File: src/hw/rtl/slfr_pkg.sv
// Package for the signal lamp frame receiver: parse phases, frame constants, channel decode.
`default_nettype none

package slfr_pkg;

  typedef enum logic [1:0] {
    PH_HUNT   = 2'd0,
    PH_HEAD   = 2'd1,
    PH_BODY   = 2'd2
  } phase_e;

  localparam logic [7:0]  BinHeader   = 8'hAA;
  localparam logic [7:0]  AsciiHead0  = 8'h5A;
  localparam logic [7:0]  AsciiHead1  = 8'h46;
  localparam logic [23:0] CmdRed      = 24'h524544;
  localparam logic [23:0] CmdSht      = 24'h534854;
  localparam logic [2:0]  ChanSlot    = 3'd1;
  localparam logic [2:0]  TextFirst   = 3'd2;
  localparam logic [2:0]  TextLast    = 3'd4;
  localparam logic [2:0]  PayloadLast = 3'd6;

  localparam logic [7:0]  CharZero    = 8'h30;
  localparam logic [7:0]  CharNine    = 8'h39;
  localparam logic [7:0]  CharThree   = 8'h33;

  // Lamp bit picked by a channel character; non-digits pick channel 0.
  function automatic logic [7:0] channel_bit(input logic [7:0] c);
    logic [7:0] d;
    d = c - CharZero;
    if (c >= CharZero && c <= CharNine) begin
      if (c <= CharThree) begin
        channel_bit = 8'd1 << d[1:0];
      end else begin
        channel_bit = 8'd0;
      end
    end else begin
      channel_bit = 8'd1;
    end
  endfunction

endpackage

`default_nettype wire

File: src/hw/rtl/signal_lamp_frame_receiver.sv
// Signal lamp frame receiver: binary checksum and ASCII command frame parser.
// An accepted byte goes through the input register, then the result register.
// Throughput: one byte per cycle unless the output stalls; the two registers
// form a two-stage pipeline and the parser state updates in a single pass.
// Reset: asynchronous active-low; clears the mode, the parser and the lamp mask,
// and empties both stages.
`default_nettype none

module signal_lamp_frame_receiver
  import slfr_pkg::*;
(
  input  wire logic       clk_i,
  input  wire logic       rst_ni,
  input  wire logic       cfg_we_i,
  input  wire logic       cfg_wdata_i,
  input  wire logic       in_valid_i,
  output logic            in_stall_o,
  input  wire logic [7:0] rx_byte_i,
  output logic            out_valid_o,
  input  wire logic       out_stall_i,
  output logic [7:0]      signal_mask_o,
  output logic            frame_ok_o,
  output logic            checksum_error_o
);

  logic        mode_q;
  phase_e      phase_q, phase_d;
  logic [2:0]  count_q, count_d;
  logic [7:0]  data_q, data_d;
  logic [7:0]  chan_q, chan_d;
  logic [23:0] text_q, text_d;
  logic [7:0]  lamp_q, lamp_d;

  logic        s1_valid_q;
  logic [7:0]  s1_byte_q;

  logic        out_valid_q;
  logic [7:0]  out_mask_q;
  logic        out_ok_q, out_err_q;

  logic        out_hold;
  logic        advance;
  logic        ok_d, err_d;
  logic [7:0]  chan_bit;

  assign out_hold   = out_valid_q & out_stall_i;
  assign advance    = s1_valid_q & ~out_hold;
  assign in_stall_o = s1_valid_q & out_hold;

  // Parse one byte against the current state.
  always_comb begin
    phase_d  = phase_q;
    count_d  = count_q;
    data_d   = data_q;
    chan_d   = chan_q;
    text_d   = text_q;
    lamp_d   = lamp_q;
    ok_d     = 1'b0;
    err_d    = 1'b0;
    chan_bit = 8'd0;
    if (!mode_q) begin
      unique case (phase_q)
        PH_HEAD: begin
          data_d  = s1_byte_q;
          phase_d = PH_BODY;
        end
        PH_BODY: begin
          if (8'(BinHeader + data_q) == s1_byte_q) begin
            lamp_d = data_q;
            ok_d   = 1'b1;
          end else begin
            err_d = 1'b1;
          end
          phase_d = PH_HUNT;
          count_d = 3'd0;
        end
        default: begin
          phase_d = (s1_byte_q == BinHeader) ? PH_HEAD : PH_HUNT;
        end
      endcase
    end else begin
      unique case (phase_q)
        PH_HEAD: begin
          phase_d = (s1_byte_q == AsciiHead1) ? PH_BODY : PH_HUNT;
          count_d = 3'd0;
        end
        PH_BODY: begin
          if (count_q == ChanSlot) begin
            chan_d = s1_byte_q;
          end else if (count_q >= TextFirst && count_q <= TextLast) begin
            text_d = {text_q[15:0], s1_byte_q};
          end
          chan_bit = channel_bit(chan_d);
          if (count_q >= PayloadLast) begin
            if (text_d == CmdRed) begin
              lamp_d = lamp_q | chan_bit;
              ok_d   = 1'b1;
            end else if (text_d == CmdSht) begin
              lamp_d = lamp_q & ~chan_bit;
              ok_d   = 1'b1;
            end
            phase_d = PH_HUNT;
            count_d = 3'd0;
          end else begin
            count_d = count_q + 3'd1;
          end
        end
        default: begin
          phase_d = (s1_byte_q == AsciiHead0) ? PH_HEAD : PH_HUNT;
          count_d = 3'd0;
        end
      endcase
    end
  end

  // Parser state; a mode write restarts the hunt and keeps the mask.
  always_ff @(posedge clk_i or negedge rst_ni) begin
    if (!rst_ni) begin
      mode_q  <= 1'b0;
      phase_q <= PH_HUNT;
      count_q <= 3'd0;
      data_q  <= 8'd0;
      chan_q  <= 8'd0;
      text_q  <= 24'd0;
      lamp_q  <= 8'd0;
    end else if (cfg_we_i) begin
      mode_q  <= cfg_wdata_i;
      phase_q <= PH_HUNT;
      count_q <= 3'd0;
    end else if (advance) begin
      phase_q <= phase_d;
      count_q <= count_d;
      data_q  <= data_d;
      chan_q  <= chan_d;
      text_q  <= text_d;
      lamp_q  <= lamp_d;
    end
  end

  // Input register.
  always_ff @(posedge clk_i or negedge rst_ni) begin
    if (!rst_ni) begin
      s1_valid_q <= 1'b0;
    end else if (!in_stall_o) begin
      s1_valid_q <= in_valid_i;
    end
  end

  always_ff @(posedge clk_i) begin
    if (in_valid_i && !in_stall_o) begin
      s1_byte_q <= rx_byte_i;
    end
  end

  // Result register: load on advance, drop once taken.
  always_ff @(posedge clk_i or negedge rst_ni) begin
    if (!rst_ni) begin
      out_valid_q <= 1'b0;
    end else if (advance) begin
      out_valid_q <= 1'b1;
    end else if (!out_stall_i) begin
      out_valid_q <= 1'b0;
    end
  end

  always_ff @(posedge clk_i) begin
    if (advance) begin
      out_mask_q <= lamp_d;
      out_ok_q   <= ok_d;
      out_err_q  <= err_d;
    end
  end

  assign out_valid_o      = out_valid_q;
  assign signal_mask_o    = out_mask_q;
  assign frame_ok_o       = out_ok_q;
  assign checksum_error_o = out_err_q;

  a_flags_exclusive: assert property (@(posedge clk_i) disable iff (!rst_ni)
    out_valid_o |-> !(frame_ok_o && checksum_error_o))
    else $error("frame_ok and checksum_error both set");

  a_stall_only_full: assert property (@(posedge clk_i) disable iff (!rst_ni)
    in_stall_o |-> (s1_valid_q && out_valid_q))
    else $error("input stalled while a stage is free");

  a_count_range: assert property (@(posedge clk_i) disable iff (!rst_ni)
    count_q <= PayloadLast)
    else $error("payload count past frame end");

  a_no_ascii_err: assert property (@(posedge clk_i) disable iff (!rst_ni)
    (advance && mode_q && !cfg_we_i) |=> (out_valid_q && !out_err_q))
    else $error("checksum error raised in ASCII mode");

endmodule

`default_nettype wire

File: config.mk
export PLATFORM = sky130hd
export DESIGN_NAME = signal_lamp_frame_receiver
export DESIGN_NICKNAME = d
export VERILOG_FILES = /design/src/hw/rtl/slfr_pkg.sv /design/src/hw/rtl/signal_lamp_frame_receiver.sv
export SDC_FILE = /design/constraint.sdc
export NUM_CORES = 1
export LEC_CHECK = 0
export BUFFER_PORTS_ARGS = -buffer_cell sky130_fd_sc_hd__buf_2
export CAP_MARGIN = 10
export CORE_ASPECT_RATIO = 2
export CORE_MARGIN = 10
export CORE_UTILIZATION = 50
export CTS_BUF_LIST = sky130_fd_sc_hd__clkbuf_16
export CTS_CLUSTER_SIZE = 30
export DETAILED_ROUTE_END_ITERATION = 8
export PLACE_DENSITY = 0.72
export SETUP_SLACK_MARGIN = 0.4
export SLEW_MARGIN = 20
export SYNTH_ARGS = -nofsm -noshare
export SYNTH_HDL_FRONTEND = slang
export SYNTH_SLANG_ARGS = --single-unit
File: constraint.sdc
create_clock -name clk_i -period 3.6 [get_ports clk_i]
set_input_delay 0 -clock clk_i [delete_from_list [all_inputs] [get_ports clk_i]]
set_output_delay 0 -clock clk_i [all_outputs]
set_load 0.03 [all_outputs]
Word level (Yosys, flattened, before mapping)
Cells that the tools add are included.

cells by class
  reduce and logical (&&, ||, !) cells = 12
  mux-type cells = 43
  equal/unequal tests = 11
  shift operators = 1
  magnitude comparators = 6
  bitwise gates (word level) = 10
  add/sub/neg operators = 3

operators by type and width
  cell                                                                                 number
  8-bit two-way mux                                                                    14
  24-bit two-way mux                                                                   4
  24-bit by 23-bit equality test with 1-bit output, second input constant              2
  3-bit two-way mux                                                                    6
  8-bit by 7-bit equality test with 1-bit output, second input constant                2
  8-bit by 6-bit <= comparator with 1-bit output, second input constant                2
  1-bit two-way mux                                                                    12
  2-bit two-way mux                                                                    5
  8-bit adder, first input constant                                                    1
  8-bit AND                                                                            1
  8-bit equality test                                                                  1
  8-bit equality test, second input constant                                           1
  8-bit by 6-bit greater-or-equal comparator with 1-bit output, second input constant  1
  8-bit inverter                                                                       1
  8-bit bitwise OR                                                                     1
  2-bit case mux with 2 select lines                                                   2
  4-bit AND reduction                                                                  2
  1-bit by 2-bit << shifter with 8-bit output, first input constant                    1
  2-bit AND reduction                                                                  3
  4-bit != test, second input constant                                                 1
  1-bit inverter                                                                       4
  3-bit by 1-bit adder with 3-bit output, second input constant                        1
  1-bit AND                                                                            3
  3-bit by 1-bit equality test with 1-bit output, second input constant                1
  12 further kinds                                                                     14

storage, ports and cells
  register bits = 74
  input bits = 14
  output and inout port bits = 12
  word-level logic and storage cells = 99

Depth between registers and ports, before layout
Gate-level depths: netlist of run 1.

  word-level depth = 17
  depth in mapped cells = 12
  mapped depth without buffers = 9

Least setup slack after synthesis of run 1
No wires, ideal clock.

  path kind = reg2reg
  start point = register count_q[1]
  end point = register out_mask_q[3], in the netlist signal_mask_o[3], data pin
  slack = 0.870 ns
  data required time = 3.328 ns
  data arrival time = 2.458 ns
  stages on the path, launching flop included = 12
  clock period less this slack = 2.730 ns
  library setup time = 0.272 ns
  path buffers = 2
  cells stage by stage = dfrtp_1 -> inv_1 -> ha_1 -> or2_1 -> buf_6 -> o22ai_1 -> a221o_1 -> or3b_4 -> nor4_4 -> buf_4 -> a31o_2 -> a22oi_1

between the ends
  longest elaborated chain between the ends = 17
  elaborated cells between the ends (all ways) = 32
  those cells by class = add/sub (1); order compare (6); eq/ne (3); shift (1); mux (16); bitwise (3); reduce/logical (2)

ends and longest elaborated chain
  what                                                                                     line                               text
  from (decl)                                                                              signal_lamp_frame_receiver.sv:28   logic [2:0] count_q, count_d;
  from (signal assigned)                                                                   signal_lamp_frame_receiver.sv:132  count_q <= count_d;
  branches (longest 14 deep; another with 8-bit by 6-bit <= comparator with 1-bit output)  -
  8-bit two-way mux *                                                                      signal_lamp_frame_receiver.sv:94   if (count_q >= PayloadLast) begin
  8-bit two-way mux *                                                                      signal_lamp_frame_receiver.sv:82   unique case (phase_q)
  8-bit two-way mux *                                                                      signal_lamp_frame_receiver.sv:61   if (!mode_q) begin
  via lamp_d[3]                                                                            signal_lamp_frame_receiver.sv:32   logic [7:0] lamp_q, lamp_d;
  to (signal assigned)                                                                     signal_lamp_frame_receiver.sv:168  out_mask_q <= lamp_d;
  to (decl)                                                                                signal_lamp_frame_receiver.sv:38   logic [7:0] out_mask_q;

Mark *: on every way through the listed nets, which the timed path passes. The select of a mux whose other input is x is not followed.
A chain may end at the register's enable or synchronous reset.

Worst setup path in the final report of run 1
  start point = register count_q[1]
  end point = register out_mask_q[1], in the netlist signal_mask_o[1], data pin

Same word-level chain as after synthesis.

==> impl_metrics.sql, run 1 <==
INSERT INTO impl_metrics (metric_group, metric, value, unit) VALUES
('global_routing', 'grt-ovfl-total', '0', ''),
('sta', 'timing_worst_slew_pin_value', '0.880', 'ns'),
('setup_path', 'critical_path_buf_inv_count', '4', ''),
('setup_path', 'timing.critical_path.slowest_cell_delay', '0.40', 'ns'),
('drt', 'met3RoutedLength', '419', 'um'),
('floorplanning', 'die-height', '154', 'um'),
('sta', 'max-slew-margin-rel', '0.413', ''),
('synthesis', 'ys_seq_elements', '74', ''),
('drt', 'detail_route.iter0.violations', '266', ''),
('sta', 'achievable-frequency', '330', 'MHz'),
('synthesis', 'synth_common_cells', 'dfrtp_1 (56), mux2_2 (39), nor3_1 (39), nor2_1 (26), nand2_1 (24)', ''),
('synthesis', 'leading_register_cell_type_out_of_synthesis', 'dfrtp_1', ''),
('finish', 'antenna-diode-count', '0', ''),
('place', 'post-place-cells', '547', ''),
('drt', 'wl_per_cell', '19.7', 'um'),
('synthesis', 'synth-simple-area-share', '0.187', ''),
('setup_path', 'cpMaxStageDelayCell', 'or3b_4', ''),
('setup_path', 'critical_path.startpoint_type', 'flop', ''),
('cts', 'clock_root_buffer', 'clkbuf_16', ''),
('hold_path', 'hold_path.class', 'in -> async', ''),
('run', 'max_capacitance_violation_count', '0', ''),
('drt', 'wirelength_met1', '3.98', 'mm'),
('synthesis', 'synthDominantAreaCellType', 'dfrtp_1', ''),
('drt', 'drt_pre_antenna_iters', '5', ''),
('place', 'preCtsSetupSlack', '0.347', 'ns'),
('drt', 'vias_per_cell', '6.28', ''),
('synthesis', 'avgSynthCellArea', '10.1', 'um2'),
('power', 'power.density', '408', 'mW/mm2'),
('finish', 'layout.cells.non_filler', '580', ''),
('finish', 'area_added_between_synthesis_and_finish', '14.8', '%'),
('finish', 'n_fill_cell', '682', ''),
('power', 'power_consumption', '2.11', 'mW'),
('synthesis', 'post_synth_mux_area_share', '0.124', ''),
('synthesis', 'synth_area_leaders', 'dfrtp_1 (31%), edfxtp_1 (12%), mux2_2 (9.8%)', ''),
('cts', 'clock_sinks', '74', ''),
('synthesis', 'number_of_synthesized_flops_with_an_enable_pin', '18', ''),
('global_routing', 'vias_in_the_first_global_route', '3739', ''),
('setup_path', 'cp_top_family', 'buffers and inverters', ''),
('synthesis', 'share_of_the_synthesized_netlist_area_taken_by_xor_and_xnor_gates', '0.0175', ''),
('place', 'place.port_buffers', '25', ''),
('finish', 'layout.nets', '494', ''),
('setup_path', 'timing.critical_path.fanout_max', '13', ''),
('global_routing', 'grt_max_degree', '70', ''),
('floorplanning', 'fp-row-count', '48', ''),
('synthesis', 'synth_sequential_area_ratio', '0.432', ''),
('setup_path', 'required_arrival_time_at_the_worst_endpoint', '3.66', 'ns'),
('global_routing', 'antenna_found_initial', '0', ''),
('floorplanning', 'core_region_area', '0.00871', 'mm2'),
('synthesis', 'synth_adder_area_share', '0.0139', ''),
('sta', 'setup_violations', '0', ''),
('synthesis', 'synthesis.yosys.warnings', '0', ''),
('sta', 'layout_worst_path_cycle_share', '0.842', ''),
('sta', 'drv_slew', '0', ''),
('drt', 'via_count', '3644', ''),
('outcome', 'outcome', 'complete, no violations', ''),
('synthesis', 'post-synth-top-count-cell', 'dfrtp_1', ''),
('synthesis', 'synth_top_family_by_area', 'simple AND/OR/NAND/NOR gates', ''),
('synthesis', 'netlist_instances', '445', ''),
('cts', 'cts-htree-levels', '3', ''),
('sta', 'grt_setup_unrepaired', 'no', ''),
('global_routing', 'track_usage', '0.175', ''),
('cts', 'clock_pin_slew_of_the_registers_on_the_worst_case_setup_and_hold_paths', '0.06', 'ns'),
('finish', 'post_route_cells_drive_above_1_share', '0.240', ''),
('global_routing', 'grt_first_pass_wirelength', '18.8', 'mm'),
('sta', 'final.min_clock_period', '3.03', 'ns'),
('cts', 'max-clock-path-buffers', '2', ''),
('drt', 'detail_route.drc_violations', '0', ''),
('drt', 'dr_wl_met2', '6.48', 'mm'),
('synthesis', 'post_synth_num_cell_types', '60', ''),
('setup_path', 'worst_ep_arrival_time', '3.10', 'ns'),
('drt', 'highest_layer', 'met4', '');
[cell usage in the layout, fill, tap and decap left out, types with 6 or more instances in the layout]
cell and n:
o21a_1 13, nor3_1 39, buf_2 25, a31oi_1 8
nor2_1 26, nor2b_1 16, nand3_1 7, inv_1 12
dlygate4sd3_1 16, mux2_2 39, clkbuf_16 9, a211o_1 13
edfxtp_1 18, mux2i_1 6, buf_4 11, nand2_1 24
o21ai_0 23, dfrtp_1 55, xnor2_1 7, o22ai_1 18
a211oi_2 6
[cell type report]
class                           instances  area (um2)  share of cell area
Tap cell                              100         125              0.0242
Timing Repair Buffer                   52         368              0.0712
Multi-Input combinational cell        326        2340               0.453
Sequential cell                        74        1940               0.376
Clock buffer                            9         225              0.0436
Clock inverter                          7         118              0.0228
Inverter                               12        45.0             0.00872
[final timing paths]
check                                            start                         end  slack (ns)  depth (start not counted)
worst max-delay path            count_q[1]$_DFFE_PN0P_  signal_mask_o[1]$_DFFE_PP_        0.57                         11
worst min-delay path                            rst_ni      text_q[15]$_DFFE_PN0P_        0.19                          2
worst max register to register  count_q[1]$_DFFE_PN0P_  signal_mask_o[1]$_DFFE_PP_        0.57                         11
worst min register to register   chan_q[4]$_DFFE_PN0P_       chan_q[4]$_DFFE_PN0P_        0.50                          1
max in group asynchronous                       rst_ni      count_q[1]$_DFFE_PN0P_        2.52                          3
min in group clk_i                        rx_byte_i[0]      s1_byte_q[0]$_DFFE_PP_        0.38                          2
[worst reg2reg max path, stage by stage (launching register included)]
cell and delay, ns:
dfrtp_2 0.39, inv_1 0.14, ha_1 0.24, inv_1 0.19, buf_4 0.22, o22ai_1 0.19, a211o_1 0.20, or3b_4 0.40
nor4_4 0.28, buf_4 0.23, a31o_2 0.20, a22oi_1 0.09
[cell families (layout without fill, tap and decap cells)]
kind of cell	count (synthesis)	count (layout)
adders and majority gates	5	5
AOI/OAI and AO/OA	111	111
DFF	74	74
and+or+nand+nor	152	152
muxes	49	49
xor gates and xnor gates	9	9
buffers and inverters	45	80
[state kept, by name (all words and copies together) (netlist names), 2 cells and up]
register,count
signal_mask_o,8
s1_byte_q,8
count_q,3
chan_q,8
lamp_q,8
phase_q,2
data_q,8
text_q,24
[metrics by stage]
step,hold WS (ns),util,instance area (um2)
floorplan,-0.296,-,4500
global placement,0.0259,0.534,4650
detailed placement,0.0181,0.534,4650
CTS,0.210,0.592,5150
global route,0.253,0.593,5160
finish,0.193,0.593,5160
[what timing repair did]
| action | in CTS | in global routing |
|---|---|---|
| pin swaps | 1 | 1 |
| hold buffers | 16 | 0 |
| buffers inserted | 0 | 1 |
| resized for setup | 0 | 1 |
| endpoints found under the hold margin | 34 | 0 |
| endpoints found under the setup margin | 4 | 9 |
[where the power goes]
group | switching (mW) | leakage (nW) | total, mW | internal [mW]
logic | 0.102 | 1.16 | 0.169 | 0.0670
clock network | 0.347 | 0.169 | 1.02 | 0.676
registers | 0.0278 | 0.941 | 0.917 | 0.889
[per-layer routing]
metal | global-route usage | vias up
met2 | 0.314 | 103
li1 | - | 1724
met3 | 0.0354 | 38
met4 | 0.120 | 0
met5 | 0 | -
met1 | 0.169 | 1779
(Power assumes the default switching activity.)
==> run 2, diff against run 1 <==
PLACE_DENSITY = 0.75   (was 0.72)
clock period = 2.61 ns   (was 3.6 ns; I/O delays follow)
==> run 2 against run 1 <==
The flow now finishes with violations (negative setup slack). Maximum frequency grew 13%. Critical path depth unchanged. Via count is 4.9% higher. Critical endpoint is now lamp_q[3]$_DFFE_PN0P_. Largest power group is now sequential cells.
==> impl_metrics.sql, run 2 (synthesis results as in run 1) <==
INSERT INTO impl_metrics (metric_group, metric, value, unit) VALUES
('outcome', 'outcome', 'complete, but fails checks', ''),
('outcome', 'violations', 'negative setup slack', ''),
('hold_path', 'hold_path.class', 'in -> async', ''),
('finish', 'antenna-diode-count', '0', ''),
('sta', 'fin_worst_hold_slack', '0.251', 'ns'),
('floorplanning', 'fp-row-count', '48', ''),
('finish', 'multi_input_area', '0.00250', 'mm2'),
('global_routing', 'antenna_found_initial', '0', ''),
('cts', 'cts_made_buffers', '9', ''),
('setup_path', 'critical_path_buf_inv_count', '3', ''),
('cts', 'clock_root_buffer', 'clkbuf_16', ''),
('sta', 'final_critical_path_setup_slack', '-0.0758', 'ns'),
('finish', 'n_fill_cell', '623', ''),
('finish', 'area_added_between_synthesis_and_finish', '24.1', '%'),
('cts', 'clock_latency', '0.34', 'ns'),
('floorplanning', 'boundaryPins', '26', ''),
('sta', 'layout_worst_path_cycle_share', '1.03', ''),
('power', 'vdd.ir_drop.worst', '484', 'uV'),
('global_routing', 'track_usage', '0.181', ''),
('finish', 'layout.nets', '530', ''),
('cts', 'cts-htree-levels', '3', ''),
('drt', 'detail_route.drc_violations', '0', ''),
('drt', 'wl_per_cell', '19.3', 'um'),
('setup_path', 'path_cells', 'inv_2 -> ha_4 -> or2_4 -> buf_12 -> o22ai_1 -> a221o_1 -> or3b_4 -> nor4_4 -> buf_2 -> a31oi_1 -> a211oi_2', ''),
('global_routing', 'grt_first_pass_wirelength', '19.5', 'mm'),
('finish', 'layout.cells.non_filler', '616', ''),
('drt', 'route.antenna.remaining_nets', '0', ''),
('setup_path', 'timing.critical_path.slowest_cell_delay', '0.43', 'ns'),
('cts', 'clock_sinks', '74', ''),
('drt', 'detail_route.iter0.violations', '357', ''),
('sta', 'fin_worst_skew', '0.00618', 'ns'),
('setup_path', 'required_arrival_time_at_the_worst_endpoint', '2.86', 'ns'),
('finish', 'area.sequential', '0.00195', 'mm2'),
('setup_path', 'cp_top_family', 'simple AND/OR/NAND/NOR gates', ''),
('place', 'post-place-cells', '572', ''),
('place', 'preCtsSetupSlack', '-0.0762', 'ns'),
('setup_path', 'cpMaxStageDelayCell', 'dfrtp_2', ''),
('setup_path', 'register_to_register_path_depth', '11', ''),
('sta', 'drv_slew', '0', ''),
('setup_path', 'crit_path_end_kind', 'flop', ''),
('cts', 'tritoncts', 'done', ''),
('place', 'gp_congestion', '0.953', ''),
('global_routing', 'grt-ovfl-total', '0', ''),
('setup_path', 'worst_ep_arrival_time', '2.93', 'ns'),
('floorplanning', 'design.die.area', '0.0134', 'mm2'),
('setup_path', 'critical_path.startpoint_type', 'flop', ''),
('sta', 'grt_setup_unrepaired', 'yes', ''),
('drt', 'via_count', '3822', ''),
('global_routing', 'vias_in_the_first_global_route', '3925', ''),
('drt', 'wl', '11.9', 'mm'),
('global_routing', 'grt_max_degree', '48', ''),
('finish', 'layout.cells.most_common', 'dfrtp_1', ''),
('finish', 'max_flop_register', 'text_q', ''),
('setup_path', 'critical_path.reg2reg.startpoint', 'count_q[1]$_DFFE_PN0P_', ''),
('floorplanning', 'initial_utilization', '0.517', ''),
('floorplanning', 'core_region_area', '0.00871', 'mm2'),
('sta', 'final.min_clock_period', '2.69', 'ns'),
('place', 'place.detailed.hpwl', '8.41', 'mm'),
('sta', 'timing_worst_slew_pin_value', '0.716', 'ns'),
('sta', 'achievable-frequency', '372', 'MHz'),
('setup_path', 'timing_startpoint_of_the_critical_path', 'count_q[1]$_DFFE_PN0P_', ''),
('sta', 'timing.final.hold_violations', '0', ''),
('drt', 'drt_pre_antenna_iters', '7', ''),
('setup_path', 'worstSetupPathDepth', '11', ''),
('place', 'place.port_buffers', '25', ''),
('drt', 'vias_per_cell', '6.20', ''),
('finish', 'post_route_cells_drive_above_1_share', '0.331', ''),
('sta', 'setup_violations', '7', ''),
('cts', 'max-clock-path-buffers', '2', ''),
('cts', 'clock_pin_slew_of_the_registers_on_the_worst_case_setup_and_hold_paths', '0.06', 'ns'),
('power', 'power_consumption', '2.77', 'mW'),
('power', 'p_leak', '2.46', 'nW'),
('run', 'max_capacitance_violation_count', '0', ''),
('sta', 'max-slew-margin-rel', '0.523', ''),
('floorplanning', 'die-height', '154', 'um'),
('power', 'power.density', '497', 'mW/mm2'),
('setup_path', 'type_of_the_worst_setup_path', 'reg -> reg', ''),
('finish', 'largest_register_ffs', '24', ''),
('setup_path', 'timing.reg2reg.setup_slack', '-0.08', 'ns'),
('setup_path', 'timing.critical_path.fanout_max', '14', ''),
('finish', 'commonest_non_fill_non_tap_cells_in_the_layout', 'dfrtp_1 (53), buf_4 (43), nor3_1 (39), mux2_2 (35), buf_2 (26)', ''),
('floorplanning', 'die_w', '87.1', 'um');
## run 2: cell count changes in the layout (fill, tap and decap cells not counted), moves of 4 or more
cell | previous run | this run
o22ai_1 | 18 | 14
o22ai_2 | 0 | 4
mux2_2 | 39 | 35
mux2_4 | 4 | 8
buf_4 | 11 | 43
## run 2: through the flow
step           instance area [um2]  utilization  TNS (ns)
6_report                      5580        0.641    -0.431
3_5_place_dp                  4950        0.568    -0.245
5_1_grt                       5580        0.641    -0.984
2_1_floorplan                 4590            -         0
4_1_cts                       5530        0.635   -0.0970
3_3_place_gp                  4950        0.568   -0.0900
## run 2: what timing repair did
action / CTS / global route
setup endpoints to repair: 24 / 19
pin swaps: 2 / 3
gates cloned: 0 / 1
buffers inserted: 6 / 5
gates resized for setup: 14 / 3
hold endpoints to repair: 40 / 0
hold buffers: 16 / 0
## run 2: final timing paths
path	endpoint
min in group clk_i	s1_byte_q[0]$_DFFE_PP_
setup / recovery	lamp_q[3]$_DFFE_PN0P_
hold reg to reg	chan_q[4]$_DFFE_PN0P_
hold / removal	chan_q[5]$_DFFE_PN0P_
max in group asynchronous	data_q[1]$_DFFE_PN0P_
setup reg to reg	lamp_q[3]$_DFFE_PN0P_
## run 2: report_power, final
| part | total, mW | switching, mW | internal (mW) |
|---|---|---|---|
| clock | 1.25 | 0.501 | 0.746 |
| combinational | 0.268 | 0.156 | 0.112 |
| sequential | 1.26 | 0.0323 | 1.23 |
## run 2: final cells by class
| class | count | area share |
|---|---|---|
| multi-input combinational | 326 | 0.447 |
| sequential | 74 | 0.349 |
| timing repair buffer | 88 | 0.119 |
| clock buffer | 9 | 0.0404 |
| tap | 100 | 0.0224 |
| clock inverter | 7 | 0.0137 |
| inverter | 12 | 0.00852 |
## run 2: per-layer routing
| layer | part of all wire | wire length (um) | global-route usage |
|---|---|---|---|
| met5 | 0 | 0 | 0 |
| met4 | 0.042 | 502 | 0.106 |
| met3 | 0.034 | 402 | 0.0307 |
| met2 | 0.57 | 6740 | 0.330 |
| met1 | 0.36 | 4270 | 0.181 |
==> run 3, diff against run 2 <==
SETUP_SLACK_MARGIN = 0.5   (was 0.4)
==> run 3 against run 2 <==
The run still ends with negative setup slack left. Worst setup slack worse by 0.010 ns. Clock skew up 0.00076 ns. Cell area up 0.11%. Highest routed layer unchanged. Critical endpoint is now signal_mask_o[2]$_DFFE_PP_. Flip-flop and latch count unchanged.
==> impl_metrics.sql, run 3 (synthesis results as in run 1) <==
INSERT INTO impl_metrics (metric_group, metric, value, unit) VALUES
('cts', 'clock_sinks', '74', ''),
('cts', 'clock_pin_slew_of_the_registers_on_the_worst_case_setup_and_hold_paths', '0.06', 'ns'),
('sta', 'final_critical_path_setup_slack', '-0.0863', 'ns'),
('setup_path', 'timing_startpoint_of_the_critical_path', 'count_q[1]$_DFFE_PN0P_', ''),
('finish', 'layout.cells.most_common', 'dfrtp_1', ''),
('floorplanning', 'initial_utilization', '0.517', ''),
('setup_path', 'required_arrival_time_at_the_worst_endpoint', '2.78', 'ns'),
('global_routing', 'grt_first_pass_wirelength', '19.5', 'mm'),
('floorplanning', 'die_w', '87.1', 'um'),
('place', 'place.detailed.hpwl', '8.41', 'mm'),
('setup_path', 'critical_path.reg2reg.startpoint', 'count_q[1]$_DFFE_PN0P_', ''),
('sta', 'timing.final.hold_violations', '0', ''),
('run', 'max_capacitance_violation_count', '0', ''),
('finish', 'largest_register_ffs', '24', ''),
('global_routing', 'vias_in_the_first_global_route', '3925', ''),
('finish', 'final_core_utilization', '0.642', ''),
('power', 'p_leak', '2.46', 'nW'),
('setup_path', 'crit-reg2reg-capture', 'signal_mask_o[2]$_DFFE_PP_', ''),
('sta', 'setup_violations', '9', ''),
('finish', 'area_added_between_synthesis_and_finish', '24.2', '%'),
('finish', 'layout.nets', '530', ''),
('drt', 'detail_route.iter0.violations', '360', ''),
('outcome', 'outcome', 'complete, but fails checks', ''),
('drt', 'drt_pre_antenna_iters', '5', ''),
('finish', 'post_route_cells_drive_above_1_share', '0.333', ''),
('drt', 'via_count', '3829', ''),
('finish', 'max_flop_register', 'text_q', ''),
('cts', 'max-clock-path-buffers', '2', ''),
('hold_path', 'hold_path.class', 'in -> async', ''),
('drt', 'vias_per_cell', '6.22', ''),
('setup_path', 'worst_ep_arrival_time', '2.87', 'ns'),
('floorplanning', 'core_region_area', '0.00871', 'mm2'),
('global_routing', 'track_usage', '0.181', ''),
('drt', 'detail_route.drc_violations', '0', ''),
('cts', 'tritoncts', 'done', ''),
('global_routing', 'grt_max_degree', '48', ''),
('global_routing', 'antenna_found_initial', '0', ''),
('place', 'place.port_buffers', '25', ''),
('floorplanning', 'boundaryPins', '26', ''),
('sta', 'final.min_clock_period', '2.70', 'ns'),
('setup_path', 'type_of_the_worst_setup_path', 'reg -> reg', ''),
('sta', 'drv_slew', '0', ''),
('cts', 'clock_root_buffer', 'clkbuf_16', ''),
('setup_path', 'timing.critical_path.fanout_max', '14', ''),
('outcome', 'violations', 'negative setup slack', ''),
('drt', 'route.antenna.remaining_nets', '0', ''),
('sta', 'grt_setup_unrepaired', 'yes', ''),
('power', 'power.density', '497', 'mW/mm2'),
('sta', 'achievable-frequency', '371', 'MHz'),
('sta', 'timing_worst_slew_pin_value', '0.712', 'ns'),
('sta', 'max-slew-margin-rel', '0.525', ''),
('setup_path', 'crit_path_end_kind', 'flop', ''),
('setup_path', 'timing.reg2reg.setup_slack', '-0.09', 'ns'),
('finish', 'antenna-diode-count', '0', ''),
('cts', 'cts_made_buffers', '9', ''),
('floorplanning', 'fp-row-count', '48', ''),
('setup_path', 'register_to_register_path_depth', '11', ''),
('cts', 'clock_latency', '0.34', 'ns'),
('floorplanning', 'die-height', '154', 'um'),
('drt', 'wl_per_cell', '19.4', 'um'),
('global_routing', 'grt-ovfl-total', '0', ''),
('sta', 'fin_worst_skew', '0.00694', 'ns'),
('place', 'post-place-cells', '572', ''),
('finish', 'commonest_non_fill_non_tap_cells_in_the_layout', 'dfrtp_1 (53), buf_4 (42), nor3_1 (39), mux2_2 (35), buf_2 (26)', ''),
('place', 'gp_congestion', '0.953', ''),
('sta', 'layout_worst_path_cycle_share', '1.03', ''),
('power', 'vdd.ir_drop.worst', '485', 'uV'),
('drt', 'wl', '11.9', 'mm'),
('finish', 'layout.cells.non_filler', '616', ''),
('cts', 'cts-htree-levels', '3', ''),
('floorplanning', 'design.die.area', '0.0134', 'mm2'),
('setup_path', 'critical_path.startpoint_type', 'flop', '');
[run 3: cell counts in the layout (fill, tap and decap cells not counted)]
Identical to the previous run, type by type.
[run 3: metrics by stage]
stage	hold WS [ns]	worst slack, ns	TNS, ns	cell area (um2)	total power, mW
global route	0.340	-0.133	-0.983	5590	2.87
finish	0.249	-0.0863	-0.499	5590	2.77
CTS	0.277	-0.0352	-0.0970	5530	2.78
floorplan	-0.296	0.0748	0	4590	1.42
detailed placement	0.0854	-0.0762	-0.245	4950	1.52
global placement	0.0768	-0.0337	-0.0900	4950	1.51
[run 3: what timing repair did]
item / CTS / global route
setup buffers: 6 / 5
gates cloned: 0 / 1
pin swaps: 2 / 3
hold buffers: 16 / 0
hold endpoints to repair: 40 / 0
endpoints found under the setup margin: 24 / 30
resized for setup: 14 / 5
[run 3: worst max-delay path, cell delays in order, from the launching register on]
cell and delay, ns:
dfrtp_2 0.43, inv_2 0.09, ha_4 0.13, or2_4 0.11, buf_12 0.13, o22ai_1 0.08
a221o_1 0.33, or3b_4 0.41, nor4_4 0.27, buf_2 0.24, a31oi_1 0.09, a22oi_1 0.20
[run 3: worst max-delay path by stage]
stage / endpoint / slack (ns) / depth (start not counted)
2_1_floorplan: signal_mask_o[3]$_DFFE_PP_ / 0.07 / 12
5_1_grt: lamp_q[3]$_DFFE_PN0P_ / -0.13 / 11
3_5_place_dp: signal_mask_o[2]$_DFFE_PP_ / -0.08 / 11
6_report: signal_mask_o[2]$_DFFE_PP_ / -0.09 / 11
4_1_cts: signal_mask_o[0]$_DFFE_PP_ / -0.04 / 11
3_3_place_gp: signal_mask_o[2]$_DFFE_PP_ / -0.03 / 11
[run 3: layout make-up]
type,count,area [um2]
Timing Repair Buffer,88,668
Clock inverter,7,76.3
Inverter,12,47.5
Fill cell,621,3120
Tap cell,100,125
Clock buffer,9,225
Multi-Input combinational cell,326,2500
Sequential cell,74,1950
[run 3: layer usage]
metal | up-vias | wire (um) | GRT usage
met4 | 0 | 527 | 0.106
li1 | 1806 | - | -
met2 | 118 | 6720 | 0.330
met1 | 1865 | 4280 | 0.181
met5 | - | 0 | 0
met3 | 40 | 408 | 0.0307
[run 3: where the power goes]
group	leakage (nW)	switching, mW	internal [mW]
logic	1.38	0.157	0.112
registers	0.938	0.0321	1.23
clock network	0.142	0.501	0.746
